## config.mk

```make
export PLATFORM = sky130hd
export DESIGN_NAME = gbc_scale
export DESIGN_NICKNAME = d
export VERILOG_FILES = /design/src/design/gammatone_biquad_cascade_macros.svh /design/src/design/gbc_pkg.sv /design/src/design/gbc_scale.sv
export SDC_FILE = /design/constraint.sdc
export NUM_CORES = 2
export LEC_CHECK = 0
export BUFFER_PORTS_ARGS = -buffer_cell sky130_fd_sc_hd__buf_4
export CORE_MARGIN = 1
export CORE_UTILIZATION = 60
export CTS_CLUSTER_SIZE = 28
export DETAILED_ROUTE_END_ITERATION = 7
export PLACE_DENSITY_LB_ADDON = 0.08
export SLEW_MARGIN = 10
export SYNTH_ARGS = -nofsm -noshare
export SYNTH_HDL_FRONTEND = slang
export SYNTH_SLANG_ARGS = --single-unit
```

## constraint.sdc

```tcl
create_clock -name clk -period 9.1 [get_ports clk]
set_input_delay 0.455 -clock clk [delete_from_list [all_inputs] [get_ports clk]]
set_output_delay 0.455 -clock clk [all_outputs]
set_load 0.02 [all_outputs]
```

## src/design/gammatone_biquad_cascade_macros.svh

```systemverilog
// Assertion macros shared by the gammatone cascade modules.
// Expects signals named clk and arst_n in the including module.
`ifndef GAMMATONE_BIQUAD_CASCADE_MACROS_SVH
`define GAMMATONE_BIQUAD_CASCADE_MACROS_SVH

// Plain invariant, checked at every clock edge out of reset.
`define GBC_ASSERT(lbl, prop) \
	lbl: assert property (@(posedge clk) disable iff (!arst_n) (prop)) \
		else $error("gammatone cascade: invariant violated");

// Same-cycle implication; the consequent may start with a fixed delay.
`define GBC_ASSERT_IMPL(lbl, ante, cons) \
	lbl: assert property (@(posedge clk) disable iff (!arst_n) (ante) |-> (cons)) \
		else $error("gammatone cascade: implication violated");

// Next-cycle implication.
`define GBC_ASSERT_NEXT(lbl, ante, cons) \
	lbl: assert property (@(posedge clk) disable iff (!arst_n) (ante) |=> (cons)) \
		else $error("gammatone cascade: next-cycle implication violated");

`endif

```

## src/design/gbc_pkg.sv

```systemverilog
// Shared constants, types and arithmetic helpers of the gammatone cascade.
// No dependencies; used by gbc_cell, gbc_scale and the top level.
package gbc_pkg;

	localparam int SAMPLE_BITS     = 16;
	localparam int STATE_FRAC_BITS = 24;
	localparam int NUM_STAGES      = 4;
	localparam int COEF_W          = 32;
	localparam int COEF_FRAC       = 28;
	localparam int STATE_W         = 64;
	localparam int MAG_W           = 15;
	localparam int S_TDATA_W       = 16;
	localparam int M_TDATA_W       = 16;
	localparam int CFG_IDX_W       = 3;

	// Sample to state format shift, one of the two is zero.
	localparam int TO_STATE_SHL =
		(STATE_FRAC_BITS >= SAMPLE_BITS - 1) ? STATE_FRAC_BITS - (SAMPLE_BITS - 1) : 0;
	localparam int TO_STATE_SHR =
		(STATE_FRAC_BITS >= SAMPLE_BITS - 1) ? 0 : (SAMPLE_BITS - 1) - STATE_FRAC_BITS;

	localparam logic [2:0] MUL_STEPS  = 3'd6;   // three products, low and high half each
	localparam logic [1:0] WARMUP_LEN = 2'd2;
	localparam logic [MAG_W-1:0] MAG_MAX = '1;

	typedef enum logic [CFG_IDX_W-1:0] {
		REG_NUM1_ONE   = 3'd0,
		REG_NUM1_TWO   = 3'd1,
		REG_NUM1_THREE = 3'd2,
		REG_NUM1_FOUR  = 3'd3,
		REG_FB_ONE     = 3'd4,
		REG_FB_TWO     = 3'd5,
		REG_OUT_SCALE  = 3'd6
	} gbc_reg_t;

	// Broadcast from the sequencer to every section.
	typedef struct packed {
		logic       clr;
		logic       mul_en;
		logic [2:0] mul_step;
	} gbc_ctrl_t;

	// Status of a section or of the output scaler.
	typedef struct packed {
		logic busy;
		logic done;
	} gbc_stat_t;

	function automatic logic [STATE_W-1:0] mag64(input logic signed [STATE_W-1:0] v);
		return v[STATE_W-1] ? STATE_W'(-v) : STATE_W'(v);
	endfunction

	function automatic logic [COEF_W-1:0] mag32(input logic signed [COEF_W-1:0] v);
		return v[COEF_W-1] ? COEF_W'(-v) : COEF_W'(v);
	endfunction

	function automatic logic signed [STATE_W-1:0] to_state(
		input logic signed [SAMPLE_BITS-1:0] s);
		logic signed [STATE_W-1:0] v;
		v = STATE_W'(s);
		return (v <<< TO_STATE_SHL) >>> TO_STATE_SHR;
	endfunction

	// a + m or a - m, clamped to the signed 64 bit range.
	function automatic logic signed [STATE_W-1:0] sat_op(
		input logic signed [STATE_W-1:0] a,
		input logic [STATE_W-2:0]        m,
		input logic                      sub);
		logic signed [STATE_W:0] s;
		s = sub ? ({a[STATE_W-1], a} - {2'b00, m}) : ({a[STATE_W-1], a} + {2'b00, m});
		if (s[STATE_W] != s[STATE_W-1])
			return s[STATE_W] ? {1'b1, {(STATE_W-1){1'b0}}} : {1'b0, {(STATE_W-1){1'b1}}};
		return s[STATE_W-1:0];
	endfunction

endpackage

```

## src/design/gbc_scale.sv

```systemverilog
// Output scaler: |y| times the output scale in two 32x32 steps, rounding and
// saturation to the 15 bit magnitude. Depends on gbc_pkg.
module gbc_scale (
	input  logic                                clk,
	input  logic                                arst_n,
	input  logic                                go,
	input  logic signed [gbc_pkg::STATE_W-1:0]  y,
	input  logic [gbc_pkg::COEF_W-1:0]          scale,
	output logic [gbc_pkg::MAG_W-1:0]           result,
	output gbc_pkg::gbc_stat_t                  stat
);
	import gbc_pkg::*;

	localparam int Q_W = STATE_W - STATE_FRAC_BITS - 1;

	logic [STATE_W-1:0] m;
	logic [COEF_W-1:0]  mul_a;
	logic [STATE_W-1:0] mul_p;
	logic [STATE_W-1:0] prod_s1;
	logic [COEF_W-1:0]  lo_q;
	logic [STATE_W-1:0] up;
	logic [Q_W-1:0]     q;
	logic               ph_q, fin_q, done_q;
	logic [MAG_W-1:0]   result_q;

	assign m     = mag64(y);
	assign mul_a = ph_q ? m[STATE_W-1:COEF_W] : m[COEF_W-1:0];
	assign mul_p = STATE_W'(mul_a) * STATE_W'(scale);
	assign up    = prod_s1 + STATE_W'(lo_q) + (STATE_W'(1) << STATE_FRAC_BITS);
	assign q     = up[STATE_W-1:STATE_FRAC_BITS+1];

	always_ff @(posedge clk or negedge arst_n) begin
		if (!arst_n) begin
			ph_q   <= 1'b0;
			fin_q  <= 1'b0;
			done_q <= 1'b0;
		end else begin
			ph_q   <= go;
			fin_q  <= ph_q;
			done_q <= fin_q;
		end
	end

	always_ff @(posedge clk) begin
		if (go || ph_q)
			prod_s1 <= mul_p;
		if (ph_q)
			lo_q <= prod_s1[STATE_W-1:COEF_W];
		if (fin_q)
			result_q <= (|q[Q_W-1:MAG_W]) ? MAG_MAX : q[MAG_W-1:0];
	end

	assign result    = result_q;
	assign stat.busy = ph_q | fin_q;
	assign stat.done = done_q;

endmodule

```

### Word level (Yosys, flattened, before mapping)

Cells that the tools add are included.

| cells by class | value |
|---|---|
| muxes and demuxes | 2 |
| magnitude comparators | 0 |
| reductions and logical operators | 2 |
| $add $sub $neg | 3 |
| $mul | 1 |
| shifts and indexed selects | 0 |
| bitwise logic cells | 1 |
| divide/modulo/power cells | 0 |
| equal/unequal tests | 0 |

Operator list:

| operator | count |
|---|---|
| adder 64 x 25 -> 64 bit (second input constant) | 1 |
| adder 64 x 32 -> 64 bit | 1 |
| multiplier 32 x 32 -> 64 bit | 1 |
| 2-to-1 mux 64 bit | 1 |
| negation 64 bit | 1 |
| 2-to-1 mux 32 bit | 1 |
| OR reduction 24 bit | 1 |
| logical OR 1 bit | 1 |
| bitwise OR 1 bit | 1 |

| word-level totals | value |
|---|---|
| latch bits | 0 |
| word-level logic and storage cells | 15 |
| input port bits | 99 |
| RAM bits | 0 |
| bits in registers | 114 |
| memories kept | 0 |
| output and inout port bits | 17 |
| memory bits (read-only) | 0 |

### Longest topological paths before layout

| logic depth | value |
|---|---|
| depth after elaboration | 4 |
| depth in mapped cells | 40 |
| gate-level depth less buffers | 38 |

### Worst setup path after synthesis

Ideal clock, no wire load.

| timing path | value |
|---|---|
| path kind | input to register |
| start point | input port y[19] (netlist name) |
| end point | register prod_s1[62] (data pin) |
| library setup time | 0.258 ns |
| buffers on the path | 3 |
| stages on the path | 35 |
| arrival | 10.279 ns |
| setup slack | -1.436 ns |
| data required time | 8.842 ns |
| cell sequence | or4_4 > or4_4 > or4_1 > buf_2 > or3_1 > or4_4 > o31ai_1 > xnor2_1 > nand2_1 > o21ai_1 > buf_2 > nand2_1 > fa_1 > inv_1 > fa_1 > inv_1 > fa_1 > fa_1 > inv_1 > fa_1 > fa_1 > fa_1 > fa_1 > ha_1 > clkbuf_1 > a21o_1 > a21o_1 > a21oi_1 > inv_1 > o311ai_0 > a21oi_1 > o311ai_0 > o31ai_1 > a21oi_1 > xnor2_1 |

| between the ends | value |
|---|---|
| longest elaborated chain between the ends | 4 |

Ends and longest elaborated chain:

| item | RTL line | source |
|---|---|---|
| from (decl) | gbc_scale.sv:7 | `input logic signed [gbc_pkg::STATE_W-1:0] y,` |
| negation 64 bit | gbc_pkg.sv:50 | `return v[STATE_W-1] ? STATE_W'(-v) : STATE_W'(v);` |
| 2-to-1 mux 64 bit (*) | gbc_pkg.sv:50 |  |
| 2-to-1 mux 32 bit (*) | gbc_scale.sv:27 | `assign mul_a = ph_q ? m[STATE_W-1:COEF_W] : m[COEF_W-1:0];` |
| multiplier 32 x 32 -> 64 bit (*) | gbc_scale.sv:28 | `assign mul_p = STATE_W'(mul_a) * STATE_W'(scale);` |
| via mul_p[62] | gbc_scale.sv:18 | `logic [STATE_W-1:0] mul_p;` |
| to (signal assigned) | gbc_scale.sv:46 | `prod_s1 <= mul_p;` |
| to (decl) | gbc_scale.sv:19 | `logic [STATE_W-1:0] prod_s1;` |

Mark *: on every way through the listed nets, which the timed path passes. The rest lies on a longest branch.
A chain may end at the register's enable or synchronous reset.

### Final worst setup path

| timing path | value |
|---|---|
| start point | input port y[19] (netlist name) |
| end point | register prod_s1[63] (data pin) |

The elaborated chain is that of the path after synthesis.

==> run summary <==
status - complete, but fails checks
failing checks - negative setup slack
Post-synth EDFFs - 111
Mapped Area - 0.0414 mm²
htree depth - 4
wire per inst - 20.4 µm
fin crit period - 10.04 ns
total CTS buffers - 17
drt drc - 0
initial antenna violation count - 5
fmax - 99.6 MHz
row cnt - 95
Max Root-Sink Buffers - 2
GPL Wtd Cong - 0.974
final hold slack - 0.136 ns
Total GRT Usage - 34.8%
Critical Path Fanout Max - 6
CP Depth - 33
Async SR Flop Fraction - 2.63%
CTS tree - done
syn_area_per_cell - 9.16 µm²
top_reg_cell synth - edfxtp_1
multi-input logic area - 0.0354 mm²
vias per cell - 5.69
CP peak stage delay - 0.58 ns
clk_skew - 0.0145 ns
critical path's top delay family - adder cells
Final Hold Viols - 0
Setup-failing EPs final - 37
Syn Inst Count - 4521
Worst-path clk slew - 0.06 ns
WP buf/inv - 5
reg2reg start - ph_q$_DFF_PN0_
RR Endpoint - prod_s1[63]$_DFFE_PP_
max-cap violations - 0
Sink Count - 114
NumNets Final - 6244
Final ANT Viol Nets - 0
Core Footprint - 0.0678 mm²
Initial Util - 61.1%
commonest non-fill, non-tap cell in the layout - inv_1
Setup WS pre-CTS - -1.59 ns
total number of vias - 33100
Root Buffer - clkbuf_16
critical path launch point type - input pin
GRT Residual Overflow - 0
post-synth cell types - 75
Hold Crit Class - input pin to register
layout cells sized above 1 - 19.0%
Final Cell Area - 0.0494 mm²
kind of end point of the critical path - register
FF+latch area - 0.00341 mm²
period utilisation layout - 110%
placement-stage cell area - 0.0467 mm²
number of port buffers - 115
Least-Margin Pin Slew - 0.836 ns
number of fill cells in the layout - 5081
most frequent cells in the layout - inv_1 (884), fa_1 (878), and2_1 (594), buf_4 (542), nand2_1 (518)
vias in the first global route - 35700
final setup margin - -0.940 ns
arrival time worst endpoint - 10.22 ns
syn nets - 5842
Seq cells post-synth - 114
Die Ht - 265 µm
Pre-Repair DR Iteration Count - 5
initial DRC count - 1868
RSZ-0062 raised after global routing - true
worst reg-to-reg path cell count - 28
first-pass GRT wire length - 189000 µm
max-slew violation count - 0
Post-Route Setup TNS - -18.98 ns
critical path's slowest cell - fa_1
critical path class - input pin to register
reg-to-reg slack, setup - -0.08 ns
largest net degree at the start of global routing - 65
Critical path origin - y[19]
DRT Wirelength - 118000 µm
YS warnings - 0
Clock Latency Late Sink - 0.43 ns
crit path to - prod_s1[63]$_DFFE_PP_
Rel. slew slack - 44.3%
Area growth, synth to finish - 19.3%
post-synthesis sequential area ratio - 8.23%
CP Data Required Time - 9.28 ns
most used cell, CP - fa_1
die width - 265 µm
Ports - 116
Die Area - 0.0701 mm²
Final HPWL DP - 97500 µm
[flip-flops by register name, summed over array words and instances, names as in the netlist]
name     cells
prod_s1     64
result      15
done_q       1
ph_q         1
lo_q        32
fin_q        1
[per-layer routing]
| layer | GRT usage [%] | routed length (µm) | vias up |
|---|---|---|---|
| met2 | 60.9 | 60000 | 1196 |
| met3 | 4.28 | 7050 | 349 |
| li1 | - | - | 14700 |
| met4 | 17.7 | 6690 | 0 |
| met5 | 0 | 0 | - |
| met1 | 42.4 | 44700 | 16800 |
[synthesized netlist by cell type (all sizes together) (43+ instances only)]
master,instances,area [µm²]
a21oi,122,611
nor2,91,342
nand3,49,245
inv,903,3390
fa,896,17900
nand2,527,1980
o21ai,93,465
and2,608,3800
nor3,43,220
clkbuf,229,860
ha,326,4080
xnor2,57,499
a21o,66,495
edfxtp,111,3330
[stage by stage]
step	util [%]	instances
3_5_place_dp	68.9	5721
5_1_grt	72.9	5814
6_report	72.9	5814
4_1_cts	71.6	5788
3_3_place_gp	68.9	5721
2_1_floorplan	-	4521
[area by class of cell]
cell class,instances,area share (%)
repair buffers,631,11.3
multi-input cells,3255,71.6
well taps,873,2.21
flip-flops and latches,114,6.90
diodes,5,0.0253
clock inverters,14,0.314
inverters,904,6.87
clock buffers,18,0.868
[worst register-to-register path, delay by kind of cell (launching register included)]
family                     cells  cell delay, ns
adders and majority gates      9            4.28
AOI/OAI and AO/OA             10            2.54
and+or+nand+nor                2            0.30
DFF                            1            0.48
xor gates and xnor gates       1            0.12
buffers and inverters          6            1.21
[worst min path at each step]
stage | depth (start not counted) | from | endpoint | slack [ns]
6_report | 1 | go | ph_q$_DFF_PN0_ | 0.14
3_5_place_dp | 1 | arst_n | ph_q$_DFF_PN0_ | 0.25
2_1_floorplan | 0 | arst_n | done_q$_DFF_PN0_ | 0.16
4_1_cts | 1 | go | ph_q$_DFF_PN0_ | 0.13
3_3_place_gp | 1 | arst_n | ph_q$_DFF_PN0_ | 0.25
5_1_grt | 1 | go | ph_q$_DFF_PN0_ | 0.13
[cells by family (layout without fill, tap and decap cells)]
family | count (synthesis) | after routing | synth area share [%]
compound gates | 442 | 442 | 6.94
other cells | 0 | 5 | 0
flops | 114 | 114 | 8.23
buf+inv | 1152 | 1567 | 10.5
mux | 23 | 23 | 0.773
xor+xnor | 89 | 89 | 1.88
fa+ha+maj | 1222 | 1222 | 53.1
simple gates | 1479 | 1479 | 18.5
[timing repair]
| action | CTS | global route |
|---|---|---|
| gates resized for setup | 173 | 134 |
| pin swaps | 68 | 115 |
| hold buffers | 1 | 0 |
| setup buffers | 31 | 25 |
| endpoints found under the hold margin | 3 | 0 |
| endpoints found under the setup margin | 44 | 47 |
| cloned | 5 | 2 |
Power is left out: the tool's default activity adds up to more than one toggle a clock period on the data nets, which glitch-free logic cannot reach.
