<file path="config.mk">
export PLATFORM = sky130hd
export DESIGN_NAME = gbc_cell
export DESIGN_NICKNAME = d
export VERILOG_FILES = /design/src/design/gbc_pkg.sv /design/src/design/gbc_cell.sv
export VERILOG_INCLUDE_DIRS = /design/src /design/src/design
export SDC_FILE = /design/constraint.sdc
export NUM_CORES = 2
export LEC_CHECK = 0
export BUFFER_PORTS_ARGS = -buffer_cell sky130_fd_sc_hd__buf_2
export CAP_MARGIN = 20
export CORE_AREA = 5 5 367 369
export DETAILED_ROUTE_END_ITERATION = 10
export DIE_AREA = 0 0 372 374
export PLACE_DENSITY = 0.65
export SYNTH_ARGS = -nofsm -noshare
export SYNTH_HDL_FRONTEND = slang
export SYNTH_SLANG_ARGS = --single-unit
</file>
<file path="constraint.sdc">
create_clock -name clk -period 14 [get_ports clk]
set_input_delay 2.8 -clock clk [delete_from_list [all_inputs] [get_ports clk]]
set_output_delay 2.8 -clock clk [all_outputs]
set_load 0.02 [all_outputs]
</file>
<file path="src/design/gammatone_biquad_cascade_macros.svh">
// Assertion macros shared by the gammatone cascade modules.
// Expects signals named clk and arst_n in the including module.
`ifndef GAMMATONE_BIQUAD_CASCADE_MACROS_SVH
`define GAMMATONE_BIQUAD_CASCADE_MACROS_SVH

// Plain invariant, checked at every clock edge out of reset.
`define GBC_ASSERT(lbl, prop) \
	lbl: assert property (@(posedge clk) disable iff (!arst_n) (prop)) \
		else $error("gammatone cascade: invariant violated");

// Same-cycle implication; the consequent may start with a fixed delay.
`define GBC_ASSERT_IMPL(lbl, ante, cons) \
	lbl: assert property (@(posedge clk) disable iff (!arst_n) (ante) |-> (cons)) \
		else $error("gammatone cascade: implication violated");

// Next-cycle implication.
`define GBC_ASSERT_NEXT(lbl, ante, cons) \
	lbl: assert property (@(posedge clk) disable iff (!arst_n) (ante) |=> (cons)) \
		else $error("gammatone cascade: next-cycle implication violated");

`endif

</file>
<file path="src/design/gbc_pkg.sv">
// Shared constants, types and arithmetic helpers of the gammatone cascade.
// No dependencies; used by gbc_cell, gbc_scale and the top level.
package gbc_pkg;

	localparam int SAMPLE_BITS     = 16;
	localparam int STATE_FRAC_BITS = 24;
	localparam int NUM_STAGES      = 4;
	localparam int COEF_W          = 32;
	localparam int COEF_FRAC       = 28;
	localparam int STATE_W         = 64;
	localparam int MAG_W           = 15;
	localparam int S_TDATA_W       = 16;
	localparam int M_TDATA_W       = 16;
	localparam int CFG_IDX_W       = 3;

	// Sample to state format shift, one of the two is zero.
	localparam int TO_STATE_SHL =
		(STATE_FRAC_BITS >= SAMPLE_BITS - 1) ? STATE_FRAC_BITS - (SAMPLE_BITS - 1) : 0;
	localparam int TO_STATE_SHR =
		(STATE_FRAC_BITS >= SAMPLE_BITS - 1) ? 0 : (SAMPLE_BITS - 1) - STATE_FRAC_BITS;

	localparam logic [2:0] MUL_STEPS  = 3'd6;   // three products, low and high half each
	localparam logic [1:0] WARMUP_LEN = 2'd2;
	localparam logic [MAG_W-1:0] MAG_MAX = '1;

	typedef enum logic [CFG_IDX_W-1:0] {
		REG_NUM1_ONE   = 3'd0,
		REG_NUM1_TWO   = 3'd1,
		REG_NUM1_THREE = 3'd2,
		REG_NUM1_FOUR  = 3'd3,
		REG_FB_ONE     = 3'd4,
		REG_FB_TWO     = 3'd5,
		REG_OUT_SCALE  = 3'd6
	} gbc_reg_t;

	// Broadcast from the sequencer to every section.
	typedef struct packed {
		logic       clr;
		logic       mul_en;
		logic [2:0] mul_step;
	} gbc_ctrl_t;

	// Status of a section or of the output scaler.
	typedef struct packed {
		logic busy;
		logic done;
	} gbc_stat_t;

	function automatic logic [STATE_W-1:0] mag64(input logic signed [STATE_W-1:0] v);
		return v[STATE_W-1] ? STATE_W'(-v) : STATE_W'(v);
	endfunction

	function automatic logic [COEF_W-1:0] mag32(input logic signed [COEF_W-1:0] v);
		return v[COEF_W-1] ? COEF_W'(-v) : COEF_W'(v);
	endfunction

	function automatic logic signed [STATE_W-1:0] to_state(
		input logic signed [SAMPLE_BITS-1:0] s);
		logic signed [STATE_W-1:0] v;
		v = STATE_W'(s);
		return (v <<< TO_STATE_SHL) >>> TO_STATE_SHR;
	endfunction

	// a + m or a - m, clamped to the signed 64 bit range.
	function automatic logic signed [STATE_W-1:0] sat_op(
		input logic signed [STATE_W-1:0] a,
		input logic [STATE_W-2:0]        m,
		input logic                      sub);
		logic signed [STATE_W:0] s;
		s = sub ? ({a[STATE_W-1], a} - {2'b00, m}) : ({a[STATE_W-1], a} + {2'b00, m});
		if (s[STATE_W] != s[STATE_W-1])
			return s[STATE_W] ? {1'b1, {(STATE_W-1){1'b0}}} : {1'b0, {(STATE_W-1){1'b1}}};
		return s[STATE_W-1:0];
	endfunction

endpackage

</file>
<file path="src/design/gbc_cell.sv">
// One second-order section of the cascade: history, one shared 32x32 multiplier
// and a saturating adder that ripples the section output to its neighbor.
// Depends on gbc_pkg and gammatone_biquad_cascade_macros.svh.
`include "gammatone_biquad_cascade_macros.svh"

module gbc_cell (
	input  logic                                clk,
	input  logic                                arst_n,
	input  gbc_pkg::gbc_ctrl_t                  ctrl,
	input  logic signed [gbc_pkg::COEF_W-1:0]   num1,
	input  logic signed [gbc_pkg::COEF_W-1:0]   fb1,
	input  logic signed [gbc_pkg::COEF_W-1:0]   fb2,
	input  logic signed [gbc_pkg::STATE_W-1:0]  x_prev,
	input  logic signed [gbc_pkg::STATE_W-1:0]  y_in,
	input  logic                                go,
	output logic signed [gbc_pkg::STATE_W-1:0]  y_out,
	output gbc_pkg::gbc_stat_t                  stat
);
	import gbc_pkg::*;

	localparam int HI_SH = COEF_W - COEF_FRAC;   // weight of the high partial product
	localparam int LO_W  = STATE_W - COEF_FRAC;

	logic signed [STATE_W-1:0] y1_q, y2_q, acc_q;
	logic [1:0]                mul_idx;
	logic                      mul_hi;
	logic signed [STATE_W-1:0] op_s;
	logic signed [COEF_W-1:0]  op_c;
	logic [STATE_W-1:0]        op_ms;
	logic [COEF_W-1:0]         op_mc, op_a;
	logic [STATE_W-1:0]        mul_p;

	logic [STATE_W-1:0]        prod_s1;
	logic                      vld_s1, hi_s1, neg_s1;
	logic [1:0]                idx_s1;

	logic [LO_W-1:0]           lo_q;
	logic [STATE_W-2:0]        mag_q [3];
	logic [2:0]                sub_q;
	logic [STATE_W-1:0]        lo_rnd;
	logic [STATE_W:0]          rnd_sum;
	logic [STATE_W-2:0]        rnd_mag;

	logic [1:0]                cph_q;
	logic                      done_q;
	logic [1:0]                add_idx;
	logic signed [STATE_W-1:0] add_a, add_res;

	// operand select for the partial products
	assign mul_idx = ctrl.mul_step[2:1];
	assign mul_hi  = ctrl.mul_step[0];

	always_comb begin
		unique case (mul_idx)
			2'd0: begin
				op_s = x_prev;
				op_c = num1;
			end
			2'd1: begin
				op_s = y1_q;
				op_c = fb1;
			end
			default: begin
				op_s = y2_q;
				op_c = fb2;
			end
		endcase
	end

	assign op_ms = mag64(op_s);
	assign op_mc = mag32(op_c);
	assign op_a  = mul_hi ? op_ms[STATE_W-1:COEF_W] : op_ms[COEF_W-1:0];
	assign mul_p = STATE_W'(op_a) * STATE_W'(op_mc);

	// round half up on the low part, then fold in the high part and clamp
	assign lo_rnd  = prod_s1 + (STATE_W'(1) << (COEF_FRAC - 1));
	assign rnd_sum = {2'b00, prod_s1[STATE_W-2-HI_SH:0], {HI_SH{1'b0}}} +
	                 (STATE_W + 1)'(lo_q);
	assign rnd_mag = ((|prod_s1[STATE_W-1:STATE_W-1-HI_SH]) || (|rnd_sum[STATE_W:STATE_W-1]))
	                 ? '1 : rnd_sum[STATE_W-2:0];

	// one saturating add per cycle: numerator term, then the two feedback terms
	always_comb begin
		priority if (go)
			add_idx = 2'd0;
		else if (cph_q[0])
			add_idx = 2'd1;
		else
			add_idx = 2'd2;
	end

	assign add_a   = go ? y_in : acc_q;
	assign add_res = sat_op(add_a, mag_q[add_idx], sub_q[add_idx]);

	always_ff @(posedge clk or negedge arst_n) begin
		if (!arst_n) begin
			vld_s1 <= 1'b0;
			cph_q  <= '0;
			done_q <= 1'b0;
			y1_q   <= '0;
			y2_q   <= '0;
		end else begin
			vld_s1 <= ctrl.mul_en;
			cph_q  <= {cph_q[0], go};
			done_q <= cph_q[1];
			if (ctrl.clr) begin
				y1_q <= '0;
				y2_q <= '0;
			end else if (cph_q[1]) begin
				y2_q <= y1_q;
				y1_q <= add_res;
			end
		end
	end

	always_ff @(posedge clk) begin
		if (ctrl.mul_en) begin
			prod_s1 <= mul_p;
			hi_s1   <= mul_hi;
			idx_s1  <= mul_idx;
			neg_s1  <= op_s[STATE_W-1] ^ op_c[COEF_W-1];
		end
		if (vld_s1 && !hi_s1)
			lo_q <= lo_rnd[STATE_W-1:COEF_FRAC];
		if (vld_s1 && hi_s1) begin
			mag_q[idx_s1] <= rnd_mag;
			// numerator term is added, feedback terms are subtracted
			sub_q[idx_s1] <= (idx_s1 == 2'd0) ? neg_s1 : !neg_s1;
		end
		if (go || cph_q[0])
			acc_q <= add_res;
	end

	assign y_out     = y1_q;
	assign stat.busy = |cph_q;
	assign stat.done = done_q;

	`GBC_ASSERT_IMPL(a_go_idle, go, !(|cph_q))
	`GBC_ASSERT_IMPL(a_go_done, go, ##3 done_q)
	`GBC_ASSERT_IMPL(a_mul_quiet, ctrl.mul_en, !(|cph_q) && !go)

endmodule

</file>
Yosys cells after proc, flatten, opt, wreduce, memory -nomap -nowiden:

Memories as Yosys holds them, arrays and structs flattened.
Cells that the tools add are included.

* register bits: 303
* bits in writable memories: 189
* memories kept: 1
* logic and storage cells: 65
* output and inout bits: 66
* input bits: 232

* eq/ne operators: 2
* bitwise logic cells: 1
* add/sub/neg operators: 6
* $mul: 1
* magnitude comparators: 3
* reduce and logical (&&, ||, !) cells: 13
* multiplexer cells: 26

Memory list
* mag_q: depth 3, bits a word 63, rd ports 1, clocked after Yosys merged registers in 0, write ports 1, RTL line gbc_cell.sv:38 `logic [STATE_W-2:0] mag_q [3];`

Operators by type and width (count)
* $mux W64: 9
* $pmux W64 S2: 1
* $add A64 B64 Y65: 1
* $mux W65: 1
* $sub A64 B64 Y65: 1
* $add A63 B36 Y64: 1
* $add A64 B28 Y64 const B: 1
* $mul A32 B32 Y64: 1
* $mux W32: 2
* $neg A64 Y64: 1
* $pmux W32 S2: 1
* $mux W63: 1
* $neg A32 Y32: 1
* $lt A2 B3 Y1 const B: 2
* $mux W1: 6
* $reduce_or A5 Y1: 1
* $logic_not A2 Y1: 2
* $mux W2: 2
* $reduce_or A2 Y1: 2
* $bwmux W3: 1
* $logic_and A1 B1 Y1: 3
* $bmux W1 S2: 1
* $demux W1 S2: 1
* $eq A2 B1 Y1 const B: 1
* 6 further kinds: 8

Longest topological paths before layout:

* depth in word-level cells: 10
* depth in mapped cells: 44
* mapped depth without buffers: 39

Least setup slack after synthesis:

OpenSTA, ideal clock, no wires.

* path kind: input to register
* start point: input ctrl[1] (netlist bit)
* end point: register prod_s1[59] (data pin)
* buffers on the path: 5
* required time: 13744 ps
* stages: 42
* data arrival time: 12333 ps
* slack: 1411 ps
* library setup time: 256 ps
* cell sequence: buf_6 > buf_6 > buf_6 > mux2_2 > mux2i_2 > ha_1 > o211a_1 > nand4_1 > nor2_2 > nand4_1 > nor4_1 > a21oi_1 > xnor2_1 > o21ai_1 > clkbuf_1 > nor2_1 > fa_1 > fa_1 > [6 not listed] > fa_1 > inv_1 > fa_1 > inv_1 > fa_1 > inv_1 > ha_1 > clkbuf_1 > a21oi_1 > o21bai_1 > a21oi_1 > o221ai_1 > a21oi_1 > o2111a_1 > nor3_1 > o211ai_1 > mux2i_1 > and4b_1

* longest elaborated chain between the ends: 6
* elaborated cells between the ends (all ways): 10
* those cells by class: 2 x add/sub; 1 x mul; 1 x eq/ne; 5 x mux; 1 x reduce/logical

Ends and longest elaborated chain
* start: declaration: RTL line gbc_cell.sv:9 `input gbc_pkg::gbc_ctrl_t ctrl,`
* $eq A2 B1 Y1 / $logic_not A2 Y1 (equally long branches): RTL line gbc_cell.sv:54 `unique case (mul_idx)`
* $pmux W64 S2: RTL line gbc_cell.sv:54
* $neg A64 Y64: RTL line gbc_pkg.sv:50 `return v[STATE_W-1] ? STATE_W'(-v) : STATE_W'(v);`
* $mux W64: RTL line gbc_pkg.sv:50
* $mux W32: RTL line gbc_cell.sv:72 `assign op_a = mul_hi ? op_ms[STATE_W-1:COEF_W] : op_ms[COEF_W-1:0];`
* $mul A32 B32 Y64 *: RTL line gbc_cell.sv:73 `assign mul_p = STATE_W'(op_a) * STATE_W'(op_mc);`
* named net mul_p[59]: RTL line gbc_cell.sv:31 `logic [STATE_W-1:0] mul_p;`
* end signal: assignment: RTL line gbc_cell.sv:118 `prod_s1 <= mul_p;`
* end: declaration: RTL line gbc_cell.sv:33 `logic [STATE_W-1:0] prod_s1;`

Mark *: on every way through the listed nets, which the timed path passes. The rest lies on a longest branch.
A chain may end at the register's enable or synchronous reset.

Final worst setup path:

* start point: input ctrl[1] (netlist bit)
* end point: register prod_s1[62] (data pin)

The elaborated chain is that of the path after synthesis.

==> metrics <==
status completed; Setup Fix Bufs, Post-CTS 0; via count 52,110; Clock Skew 0.06649 ns; Fillers 11,960; Worst Tran Pin Value 1.203 ns; EDFF count, synth 360; Critical path buffers and inverters 4; GRT Resource Usage Total 31.73%; final wirelength 222,800 microns; Hold/Removal Path Class register to register; Residual DRC 0; final hold violations 0; DP HPWL 183,800 microns; gr ovfl total 0; fin crit period 13.75 ns; CP dominant cell by count fa_1; Rows 133; Unique masters post-synth 109; Area Overhead vs Synth 8.866%; Crit path largest cell delay 0.78 ns; Resized Gates After CTS 0; first-pass GRT wire length 333,300 microns; Post-Synth Simple-Gate Area 14.32%; Final Setup Violations 0; WP data arrival 14.22 ns; Slew HR 19.78%; RSZ-0062 raised after global routing false; most area-hungry cell type in the Yosys netlist fa_1; Post-Synth Adder-Cell Area 35.03%; gpl congestion 0.9768; mux cell area share after synthesis 6.252%; clk_lat worst skew 0.64 ns; initial core utilization 49.74%; core area 130,800 sq um; average wire per standard cell 24.83 microns; crit path launch type input pin; Die Ht 374 microns; Syn Area/Cell 9.316 sq um; Critical-path top delay cell a21oi_1; sequential share of the synthesized area 21.69%; total I/O pin count 298; YS warnings 0; FMAX 72.71 MHz; # diodes 0; largest net degree at the start of global routing 83; FFs w/ async S/R, synth 26.83%; Final Util 54.15%; layout cells sized above 1 11.95%; vias in the first global route 52,920; Sequential Area 14,120 sq um; setup TNS 0 ns; syn nets 8,477; flops & latches, synth 492; fin. max-slew vios 0; largest family of logic cells by synthesized area adder cells; Num CTS Buffers 54; Compound-Gate Fraction of Synth Area 9.839%; Post-Synth XOR/XNOR Area 4.581%; fin nets 8,668; die area 139,100 sq um; H-tree levels 2; Avg Vias per Cell 5.807; Post-DRT Antenna Nets 0; Main synth FF type edfxtp_1; Max clock buf depth 3; CTS tree done; Port Buffers 297; Synth Instances 6,984; Worst-path clk slew 0.06 ns; Setup CP Type input pin to register; CP required 14.47 ns; initial DRC count 4,883; reported max-cap violation count 0; top cell type's share of synthesized area 27.63%; CTS Hold Bufs 0; ranking of synthesized cells by area fa_1, edfxtp_1, ha_1; Post-Syn Area 65,060 sq um; drt first pass iters 6; clock sink count 492; Die Width 372 microns; cell family with most CP delay adder cells; WHS 0.5235 ns; area of the multi-input gates 45,880 sq um; CP max FO 41; CTS root buf clkbuf_16; initial antenna violation count 0; Critical Path End Type register; Final Cycle Share 98.24%
-- cells in the final DEF, fill, tap and decap left out, drive strengths merged, types with 132 or more instances in the layout --
cell    count
mux2      144
dfrtp     132
ha        363
xor2      137
nand2     635
buf       498
inv       990
nor2      939
a21oi     356
mux2i     241
xnor2     196
o21ai     272
fa        898
edfxtp    360
-- cell usage after synthesis, types with 13 or more instances --
| library cell | number |
|---|---|
| a31oi_1 | 34 |
| maj3_1 | 24 |
| mux2_1 | 13 |
| and2_1 | 31 |
| or3_1 | 16 |
| buf_6 | 17 |
| dfrtp_1 | 132 |
| ha_1 | 363 |
| nor3_1 | 50 |
| buf_2 | 88 |
| edfxtp_1 | 360 |
| o211ai_1 | 24 |
| o21ai_0 | 213 |
| nor2_1 | 926 |
| buf_4 | 23 |
| xnor2_1 | 192 |
| o31ai_1 | 25 |
| nand4_1 | 63 |
| o21bai_1 | 36 |
| nand2_1 | 632 |
| a211oi_1 | 19 |
| o21ai_1 | 57 |
| inv_1 | 984 |
| mux2i_1 | 234 |
| nand2b_1 | 116 |
| clkbuf_1 | 223 |
| nor4_1 | 16 |
| nor2_2 | 13 |
| and3_1 | 49 |
| or2_2 | 25 |
| a21oi_1 | 352 |
| a21o_1 | 100 |
| o21a_1 | 32 |
| nand3_1 | 88 |
| mux2_2 | 129 |
| fa_1 | 898 |
| xor2_1 | 134 |
| nor2b_1 | 22 |
-- sequential cells by signal, indices dropped and copies added, names as in the netlist --
| signal | count |
|---|---|
| cph_q | 2 |
| acc_q | 64 |
| lo_q | 36 |
| vld_s1 | 1 |
| y2_q | 64 |
| idx_s1 | 2 |
| neg_s1 | 1 |
| done_q | 1 |
| hi_s1 | 1 |
| prod_s1 | 64 |
| y_out | 64 |
| mag_q | 189 |
| sub_q | 3 |
-- final cells by class --
class                   instances  area share [%]
multi-input cells            5143           64.78
flip-flops and latches        492           19.93
inverters                     986           5.225
repair buffers                498           4.383
well taps                    1755           3.100
clock buffers                  64           2.032
clock inverters                36          0.5494
-- kinds of logic (layout without fill, tap and decap cells) --
| group | Yosys count | in the layout |
|---|---|---|
| adder cells (fa/ha/maj) | 1288 | 1288 |
| buffers and inverters | 1349 | 1584 |
| AND/OR/NAND/NOR | 2108 | 2108 |
| multiplexers | 385 | 385 |
| XOR/XNOR | 333 | 333 |
| flip-flops | 492 | 492 |
| AO/OA/AOI/OAI | 1029 | 1029 |
-- tightest hold or removal path, delay by kind of cell (launching register included) --
family        cells  cell delay, ns
mux               1            0.07
simple gates      1            0.08
flops             1            0.34
-- stage by stage --
step                      setup slack [ns]  cells  cell area, sq um
final                               0.2459   8974             70830
after global routing                0.1058   8974             70830
after CTS                           0.6731   8971             70780
after detailed placement           0.04625   8871             68950
after global placement             0.06449   8869             68940
after floorplan                      1.411   6984             65060
-- path summary, 6_finish.rpt --
kind                            from           to  slack, ns  cells after the start
hold reg to reg             y2_q[61]     y2_q[61]       0.52                      2
min in group asynchronous     arst_n    y_out[44]       2.18                      1
setup / recovery             ctrl[1]  prod_s1[62]       0.25                     32
hold / removal              y2_q[61]     y2_q[61]       0.52                      2
max in group asynchronous     arst_n     y2_q[12]      10.46                      2
setup reg to reg           y_out[37]  prod_s1[62]       2.84                     33
-- routing by layer --
layer  part of all wire, %  GRT usage, %  wire length (microns)
met1                    39         41.23                  87000
met2                    46         51.74                 103300
met3                   7.5         3.977                  16660
met4                   7.1         17.32                  15840
met5                     0             0                      0
Power is left out: the tool's default activity adds up to more than one toggle a clock period on the data nets, which glitch-free logic cannot reach.
